## src/rtl/assert_macros.svh

```systemverilog
// Assertion helpers for the exponentiation block.
// ME_ASSERT checks a property on the clock edge and skips it while reset is applied.
// ME_ASSERT_NR checks a property on every clock edge, with no reset qualifier.
`ifndef ASSERT_MACROS_SVH
`define ASSERT_MACROS_SVH

`ifndef SYNTH
`define ME_ASSERT(lbl, clk, rstn, prop, msg) \
  lbl: assert property (@(posedge clk) disable iff (!rstn) prop) else $error(msg);
`define ME_ASSERT_NR(lbl, clk, prop, msg) \
  lbl: assert property (@(posedge clk) prop) else $error(msg);
`else
`define ME_ASSERT(lbl, clk, rstn, prop, msg)
`define ME_ASSERT_NR(lbl, clk, prop, msg)
`endif

`endif

```

## src/rtl/me_pkg.sv

```systemverilog
`default_nettype none

package me_pkg;

  localparam int unsigned MOD_W        = 31;
  localparam int unsigned BASE_W       = 32;
  localparam int unsigned EXP_W        = 63;
  localparam int unsigned EXP_BITS_DEF = 63;
  localparam int unsigned STEP_W       = $clog2(BASE_W);

  localparam logic [MOD_W-1:0] MODULUS_RESET = 31'd1000000007;

  typedef enum logic [2:0] {
    ST_IDLE,
    ST_REDUCE,
    ST_LOAD,
    ST_MUL,
    ST_STORE,
    ST_FINISH
  } me_state_e;

  typedef struct packed {
    logic clr;       // clear both multiplier remainders
    logic step;      // advance both multipliers by one multiplier bit
    logic mbit;      // current multiplier bit, MSB first
    logic reduce;    // base reduction pass: square unit multiplicand is one
    logic upd_sq;    // take the square unit result
    logic upd_acc;   // take the accumulator unit result
    logic init;      // start of an item: preset the accumulator
    logic zero;      // preset the accumulator to zero instead of one
    logic out_load;  // move the accumulator into the output register
  } me_ctl_t;

endpackage

`default_nettype wire

```

## src/rtl/me_mulmod.sv

```systemverilog
`default_nettype none

// Bit-serial modular multiplier: r = (2r + bit*a) mod m per step, multiplier MSB first.
// Needs a < m; the remainder then stays below m.
module me_mulmod import me_pkg::*; (
  input  wire logic             clk_i,
  input  wire logic             clr_i,
  input  wire logic             step_i,
  input  wire logic             bit_i,
  input  wire logic [MOD_W-1:0] a_i,
  input  wire logic [MOD_W-1:0] m_i,
  output logic      [MOD_W-1:0] r_o
);

  logic [MOD_W-1:0] r_q;
  logic [MOD_W-1:0] r_d;
  logic [MOD_W+1:0] sum;
  logic [MOD_W+1:0] m1;
  logic [MOD_W+1:0] m2;

  always_comb begin
    m1  = {2'b00, m_i};
    m2  = {1'b0, m_i, 1'b0};
    sum = {1'b0, r_q, 1'b0} + (bit_i ? {2'b00, a_i} : '0);
    // sum stays below 3m: one of two corrections lands it below m
    if (sum >= m2) begin
      r_d = MOD_W'(sum - m2);
    end else if (sum >= m1) begin
      r_d = MOD_W'(sum - m1);
    end else begin
      r_d = sum[MOD_W-1:0];
    end
  end

  always_ff @(posedge clk_i) begin
    if (clr_i) begin
      r_q <= '0;
    end else if (step_i) begin
      r_q <= r_d;
    end
  end

  assign r_o = r_q;

endmodule

`default_nettype wire

```

## src/rtl/me_ctrl.sv

```systemverilog
`default_nettype none

module me_ctrl import me_pkg::*; #(
  parameter int unsigned EXP_BITS = EXP_BITS_DEF
) (
  input  wire logic                clk_i,
  input  wire logic                rst_ni,
  input  wire logic                in_valid_i,
  output logic                     in_ready_o,
  input  wire logic [BASE_W-1:0]   base_value_i,
  input  wire logic [EXP_BITS-1:0] exponent_i,
  input  wire logic                mod_small_i,
  input  wire logic                out_free_i,
  input  wire logic [MOD_W-1:0]    sq_new_i,
  output me_ctl_t                  ctl_o
);

  me_state_e           state_q, state_d;
  logic [STEP_W-1:0]   cnt_q, cnt_d;
  logic [BASE_W-1:0]   bsh_q, bsh_d;
  logic [EXP_BITS-1:0] exp_q, exp_d;
  logic [EXP_BITS-1:0] exp_shr;
  logic                cnt_last;

  assign cnt_last = (cnt_q == STEP_W'(BASE_W - 1));
  assign exp_shr  = exp_q >> 1;

  always_comb begin
    state_d = state_q;
    unique case (state_q)
      ST_IDLE: begin
        if (in_valid_i) begin
          state_d = mod_small_i ? ST_FINISH : ST_REDUCE;
        end
      end
      ST_REDUCE: begin
        if (cnt_last) begin
          state_d = ST_LOAD;
        end
      end
      ST_LOAD: begin
        state_d = (exp_q == '0) ? ST_FINISH : ST_MUL;
      end
      ST_MUL: begin
        if (cnt_last) begin
          state_d = ST_STORE;
        end
      end
      ST_STORE: begin
        // stop once no set exponent bit remains
        state_d = (exp_shr == '0) ? ST_FINISH : ST_MUL;
      end
      ST_FINISH: begin
        if (out_free_i) begin
          state_d = ST_IDLE;
        end
      end
      default: state_d = ST_IDLE;
    endcase
  end

  always_comb begin
    ctl_o      = '0;
    in_ready_o = 1'b0;
    cnt_d      = cnt_q;
    bsh_d      = bsh_q;
    exp_d      = exp_q;
    unique case (state_q)
      ST_IDLE: begin
        in_ready_o = 1'b1;
        if (in_valid_i) begin
          ctl_o.init = 1'b1;
          ctl_o.zero = mod_small_i;
          ctl_o.clr  = 1'b1;
          bsh_d      = base_value_i;
          exp_d      = exponent_i;
          cnt_d      = '0;
        end
      end
      ST_REDUCE: begin
        ctl_o.step   = 1'b1;
        ctl_o.reduce = 1'b1;
        ctl_o.mbit   = bsh_q[BASE_W-1];
        bsh_d        = bsh_q << 1;
        cnt_d        = cnt_q + STEP_W'(1);
      end
      ST_LOAD: begin
        ctl_o.upd_sq = 1'b1;
        ctl_o.clr    = 1'b1;
        bsh_d        = BASE_W'(sq_new_i);
        cnt_d        = '0;
      end
      ST_MUL: begin
        ctl_o.step = 1'b1;
        ctl_o.mbit = bsh_q[BASE_W-1];
        bsh_d      = bsh_q << 1;
        cnt_d      = cnt_q + STEP_W'(1);
      end
      ST_STORE: begin
        ctl_o.upd_sq  = 1'b1;
        ctl_o.upd_acc = exp_q[0];
        ctl_o.clr     = 1'b1;
        exp_d         = exp_shr;
        bsh_d         = BASE_W'(sq_new_i);
        cnt_d         = '0;
      end
      ST_FINISH: begin
        ctl_o.out_load = out_free_i;
      end
      default: begin
        ctl_o = '0;
      end
    endcase
  end

  always_ff @(posedge clk_i or negedge rst_ni) begin
    if (!rst_ni) begin
      state_q <= ST_IDLE;
      cnt_q   <= '0;
    end else begin
      state_q <= state_d;
      cnt_q   <= cnt_d;
    end
  end

  always_ff @(posedge clk_i) begin
    bsh_q <= bsh_d;
    exp_q <= exp_d;
  end

endmodule

`default_nettype wire

```

## src/rtl/modular_exponentiation.sv

```systemverilog
// Computes base_value_i ** exponent_i mod the modulus register, right-to-left
// square-and-multiply over the low EXP_BITS exponent bits. The modulus (31 bits,
// reset 1000000007) must be written by the user through the cfg channel only
// while the block is idle; the block itself does not enforce this. cfg_ready_o
// is always high. A modulus below two answers 0. One item is worked at a time:
// after acceptance the base is reduced and loaded as the square, then each
// exponent bit up to the highest set one is worked by two 32-step bit-serial
// modular multipliers running side by side, sharing the shifted multiplier bits,
// followed by an update step; then the result enters the output register. The
// output register lets the next item be accepted while a result waits.
`default_nettype none

`include "assert_macros.svh"

module modular_exponentiation import me_pkg::*; #(
  parameter int unsigned EXP_BITS = EXP_BITS_DEF
) (
  input  wire logic              clk_i,
  input  wire logic              rst_ni,
  input  wire logic              cfg_valid_i,
  output logic                   cfg_ready_o,
  input  wire logic [MOD_W-1:0]  cfg_data_i,
  input  wire logic              in_valid_i,
  output logic                   in_ready_o,
  input  wire logic [BASE_W-1:0] base_value_i,
  input  wire logic [EXP_W-1:0]  exponent_i,
  output logic                   out_valid_o,
  input  wire logic              out_ready_i,
  output logic      [MOD_W-1:0]  power_result_o
);

  me_ctl_t          ctl;
  logic [MOD_W-1:0] modulus_q;
  logic [MOD_W-1:0] acc_q, acc_d;
  logic [MOD_W-1:0] sq_q, sq_d;
  logic [MOD_W-1:0] out_data_q;
  logic             out_valid_q, out_valid_d;
  logic [MOD_W-1:0] acc_r;
  logic [MOD_W-1:0] sq_r;
  logic [MOD_W-1:0] sq_a;
  logic             mod_small;
  logic             out_free;

  assign cfg_ready_o = 1'b1;
  assign mod_small   = (modulus_q < MOD_W'(2));
  assign out_free    = !out_valid_q || out_ready_i;
  assign sq_a        = ctl.reduce ? MOD_W'(1) : sq_q;

  me_ctrl #(
    .EXP_BITS (EXP_BITS)
  ) u_ctrl (
    .clk_i        (clk_i),
    .rst_ni       (rst_ni),
    .in_valid_i   (in_valid_i),
    .in_ready_o   (in_ready_o),
    .base_value_i (base_value_i),
    .exponent_i   (exponent_i[EXP_BITS-1:0]),
    .mod_small_i  (mod_small),
    .out_free_i   (out_free),
    .sq_new_i     (sq_r),
    .ctl_o        (ctl)
  );

  me_mulmod u_acc_mul (
    .clk_i  (clk_i),
    .clr_i  (ctl.clr),
    .step_i (ctl.step),
    .bit_i  (ctl.mbit),
    .a_i    (acc_q),
    .m_i    (modulus_q),
    .r_o    (acc_r)
  );

  // during base reduction this unit multiplies one by the base
  me_mulmod u_sq_mul (
    .clk_i  (clk_i),
    .clr_i  (ctl.clr),
    .step_i (ctl.step),
    .bit_i  (ctl.mbit),
    .a_i    (sq_a),
    .m_i    (modulus_q),
    .r_o    (sq_r)
  );

  always_comb begin
    acc_d = acc_q;
    if (ctl.init) begin
      acc_d = ctl.zero ? '0 : MOD_W'(1);
    end else if (ctl.upd_acc) begin
      acc_d = acc_r;
    end
    sq_d = ctl.upd_sq ? sq_r : sq_q;
    if (ctl.out_load) begin
      out_valid_d = 1'b1;
    end else if (out_ready_i) begin
      out_valid_d = 1'b0;
    end else begin
      out_valid_d = out_valid_q;
    end
  end

  always_ff @(posedge clk_i or negedge rst_ni) begin
    if (!rst_ni) begin
      modulus_q   <= MODULUS_RESET;
      out_valid_q <= 1'b0;
    end else begin
      if (cfg_valid_i) begin
        modulus_q <= cfg_data_i;
      end
      out_valid_q <= out_valid_d;
    end
  end

  always_ff @(posedge clk_i) begin
    acc_q <= acc_d;
    sq_q  <= sq_d;
    if (ctl.out_load) begin
      out_data_q <= acc_q;
    end
  end

  assign out_valid_o    = out_valid_q;
  assign power_result_o = out_data_q;

  `ME_ASSERT(a_busy_after_accept, clk_i, rst_ni, in_valid_i && in_ready_o |=> !in_ready_o, "ready still high after an item was taken")
  `ME_ASSERT(a_result_in_range, clk_i, rst_ni, out_valid_o && !mod_small |-> power_result_o < modulus_q, "result not reduced below modulus")
  `ME_ASSERT(a_load_shows_valid, clk_i, rst_ni, ctl.out_load |=> out_valid_o, "loaded result not presented")

endmodule

`default_nettype wire
```

## config.mk

```make
export PLATFORM = sky130hd
export DESIGN_NAME = modular_exponentiation
export DESIGN_NICKNAME = d
export VERILOG_FILES = /design/src/rtl/me_pkg.sv /design/src/rtl/me_mulmod.sv /design/src/rtl/me_ctrl.sv /design/src/rtl/modular_exponentiation.sv
export VERILOG_INCLUDE_DIRS = /design/src /design/src/rtl
export SDC_FILE = /design/constraint.sdc
export NUM_CORES = 1
export LEC_CHECK = 0
export BUFFER_PORTS_ARGS = -buffer_cell sky130_fd_sc_hd__buf_2
export CELL_PAD_IN_SITES_DETAIL_PLACEMENT = 0
export CELL_PAD_IN_SITES_GLOBAL_PLACEMENT = 1
export CORE_UTILIZATION = 40
export CTS_BUF_LIST = sky130_fd_sc_hd__clkbuf_8
export CTS_CLUSTER_DIAMETER = 200
export DETAILED_ROUTE_END_ITERATION = 10
export PLACE_DENSITY_LB_ADDON = 0.1
export SYNTH_ARGS = -nofsm -noshare
export SYNTH_HDL_FRONTEND = slang
export SYNTH_SLANG_ARGS = --single-unit
```

## constraint.sdc

```tcl
create_clock -name clk_i -period 11.15 [get_ports clk_i]
set_clock_uncertainty 0.15 [all_clocks]
set_input_delay 1.6725 -clock clk_i [delete_from_list [all_inputs] [get_ports clk_i]]
set_output_delay 1.6725 -clock clk_i [all_outputs]
set_load 0.05 [all_outputs]
```

==> flow_metrics.env <==
export IMPL_cts_clk_slew_worst_paths_ps=70
export IMPL_numCtsBuffers=54
export IMPL_yosys_area_top_type="edfxtp_1"
export IMPL_rsz0062_at_grt="false"
export IMPL_fmax_ghz=0.1302
export IMPL_finalSetupViolCount=0
export IMPL_synth_compound_area_frac=0.2478
export IMPL_grt_pass1_vias=19340
export IMPL_r2r_end="u_acc_mul.r_o[27]"
export IMPL_crit_fanout=60
export IMPL_grt_start_max_net_pins=68
export IMPL_hpwlAfterDp_microns=59500
export IMPL_nNetsFinal=2888
export IMPL_synth_most_common_cell="a21oi_1"
export IMPL_synth_top_family_by_area="compound AO/OA/AOI/OAI gates"
export IMPL_boundaryPins=165
export IMPL_fin_crit_sh=0.6888
export IMPL_cts_root_buffer="clkbuf_8"
export IMPL_place_congestion=0.9333
export IMPL_worstHoldPathCells=0
export IMPL_worstHoldStart="acc_q[19]"
export IMPL_slew_viol_final=0
export IMPL_cts_sinks=290
export IMPL_crit_type="register to register"
export IMPL_synthSimpleGateAreaFrac=0.1460
export IMPL_grt_overflow_total=0
export IMPL_cp_arrival_ps=8100
export IMPL_cts_setup_buffers=0
export IMPL_antenna_found_initial=3
export IMPL_cts_tree="yes"
export IMPL_holdPathEnd="power_result_o[19]"
export IMPL_place_port_buffers=163
export IMPL_layout_cell_area_non_filler_sq_mm=0.02505
export IMPL_worstSkewPairLatency_ps=700
export IMPL_initial_core_util=0.4045
export IMPL_vias=19630
export IMPL_drive_gt1_frac=0.1464
export IMPL_core_area_sq_mm=0.05509
export IMPL_slowest_delay_ps=700
export IMPL_drc=2
export IMPL_ctsHoldBuffers=0
export IMPL_antenna_left=0
export IMPL_seq_area_sq_mm=0.007908
export IMPL_end_kind="register"
export IMPL_cap_violations=0
export IMPL_reg2reg_depth=27
export IMPL_synth_seq_area_share=0.3548
export IMPL_areaGrowthSynthToFinish_pct=12.39
export IMPL_synthMuxAreaShare=0.04503
export IMPL_synthAdderAreaFrac=0.1098
export IMPL_final_hold_viol_count=0
export IMPL_wl_per_cell_microns=22.75
export IMPL_die_x_microns=238.0
export IMPL_r2r_slack_ps=3470
export IMPL_failed_checks="design-rule violations"
export IMPL_outcome="finished, violations left"
export IMPL_netlist_area_sq_mm=0.02229
export IMPL_yosys_warnings=0
export IMPL_synth_cell_types=90
export IMPL_cts_buffer_depth=3
export IMPL_cp_start_kind="register"
export IMPL_hold_class="register to register"
export IMPL_drt_total_wl_microns=76430
export IMPL_synth_nets=2752
export IMPL_avgSynthCellArea_sq_um=9.175
export IMPL_synth_seq_cells=290
export IMPL_synthFlopType="edfxtp_1"
export IMPL_synth_edf_count=188
export IMPL_relSlewSlack=0.2631
export IMPL_avgViaCountPerCell=5.841
export IMPL_rows=86
export IMPL_firstDrtPassIters=8
export IMPL_synth_area_leaders="edfxtp_1 (25%), ha_1 (10%), dfxtp_1 (5.6%)"
export IMPL_netlist_top_cells_count="a21oi_1 (226), edfxtp_1 (188), ha_1 (186), o21ai_0 (182), nand2_1 (176)"
export IMPL_multi_input_area_sq_mm=0.01362
export IMPL_cts_resized_gates=0
export IMPL_period_minus_slack_ps=7680
export IMPL_synthXorXnorAreaFrac=0.06092
export IMPL_tightest_slew_ps=1105
export IMPL_synthCells=2429
export IMPL_reg2reg_from="u_ctrl.state_q[0]"
export IMPL_synth_top_area_frac=0.2533
export IMPL_grt_pass1_wl_microns=116200
export IMPL_die_area_sq_mm=0.05666
export IMPL_fillers=5427
export IMPL_grtUsageTotal=0.2669
export IMPL_cp_required_ps=11570
export IMPL_drtIter0Drc=1325
export IMPL_cp_slowest_cell="a2111oi_0"
export IMPL_die_height_microns=238.0
export IMPL_setup_tns_ps=0
export IMPL_synthArstFlopShare=0.1379
export IMPL_htreeDepth=2
export IMPL_placed_area_sq_mm=0.02382
[layer usage]
| layer | global-route usage | share of wire | routed length, microns | vias up |
|---|---|---|---|---|
| met3 | 0.02857 | 0.038 | 2919 | 113 |
| met2 | 0.4631 | 0.49 | 37110 | 475 |
| met1 | 0.3498 | 0.45 | 34390 | 9528 |
| met4 | 0.07692 | 0.026 | 1982 | 4 |
| li1 | - | - | - | 9507 |
| met5 | 0 | 0.00031 | 24 | - |
[worst max path at each step]
stage                         to              start  depth (start not counted)  slack [ps]
2_1_floorplan  u_acc_mul.r_o[16]  u_ctrl.state_q[2]                         30        5210
3_3_place_gp   u_acc_mul.r_o[27]  u_ctrl.state_q[0]                         27        3620
3_5_place_dp   u_acc_mul.r_o[27]  u_ctrl.state_q[0]                         27        3780
4_1_cts        u_acc_mul.r_o[27]  u_ctrl.state_q[0]                         27        3660
5_1_grt        u_acc_mul.r_o[27]  u_ctrl.state_q[0]                         27        3010
6_report       u_acc_mul.r_o[27]  u_ctrl.state_q[0]                         27        3470
[final cells by class]
| class | instances | area share |
|---|---|---|
| Multi-Input combinational cell | 1938 | 0.5439 |
| Tap cell | 748 | 0.03737 |
| Antenna cell | 2 | 0.0001998 |
| Timing Repair Buffer | 188 | 0.04006 |
| Inverter | 93 | 0.01394 |
| Sequential cell | 290 | 0.3157 |
| Clock buffer | 64 | 0.03517 |
| Clock inverter | 37 | 0.01369 |
[state kept, by name (all words and copies together), names as in the netlist]
signal / cells
out_valid_o: 1
u_ctrl.cnt_q: 5
acc_q: 31
u_ctrl.state_q: 3
u_acc_mul.r_o: 31
power_result_o: 31
modulus_q: 31
u_sq_mul.r_o: 31
sq_q: 31
u_ctrl.exp_q: 63
u_ctrl.bsh_q: 32
[stage by stage]
stage	util	hold slack [ps]	setup WS, ps	cells
finish	0.4546	292.3	3470	3360
global route	0.4546	302.6	3010	3359
CTS	0.4545	290.9	3662	3358
detailed placement	0.4323	282.4	3775	3257
global placement	0.4323	279.8	3618	3257
floorplan	-	268.0	5211	2429
[cells in the final DEF, fill, tap and decap left out, types with 79 or more instances in the layout]
cell      instances
edfxtp_1        188
ha_1            186
buf_2           163
nor2_1          110
inv_1           107
a21oi_1         226
o21ai_0         182
xnor2_1         110
a21o_1           80
and3_1           79
nand2_1         176
[kinds of logic (layout without fill, tap and decap cells)]
logic type      count (synthesis)  count (layout)
flops                         290             290
simple gates                  645             645
xor+xnor                      155             155
mux                            91              91
other cells                     1               3
buf+inv                       201             382
compound gates                854             854
fa+ha+maj                     192             192
[critical path, delay by kind of cell (launching register included)]
family,cells,cell delay [ps]
compound gates,13,3550
simple gates,6,1230
xor+xnor,1,200
flops,1,320
buf+inv,4,1030
fa+ha+maj,3,1040
Power is left out: the tool's default activity adds up to more than one toggle a clock period on the data nets, which glitch-free logic cannot reach.
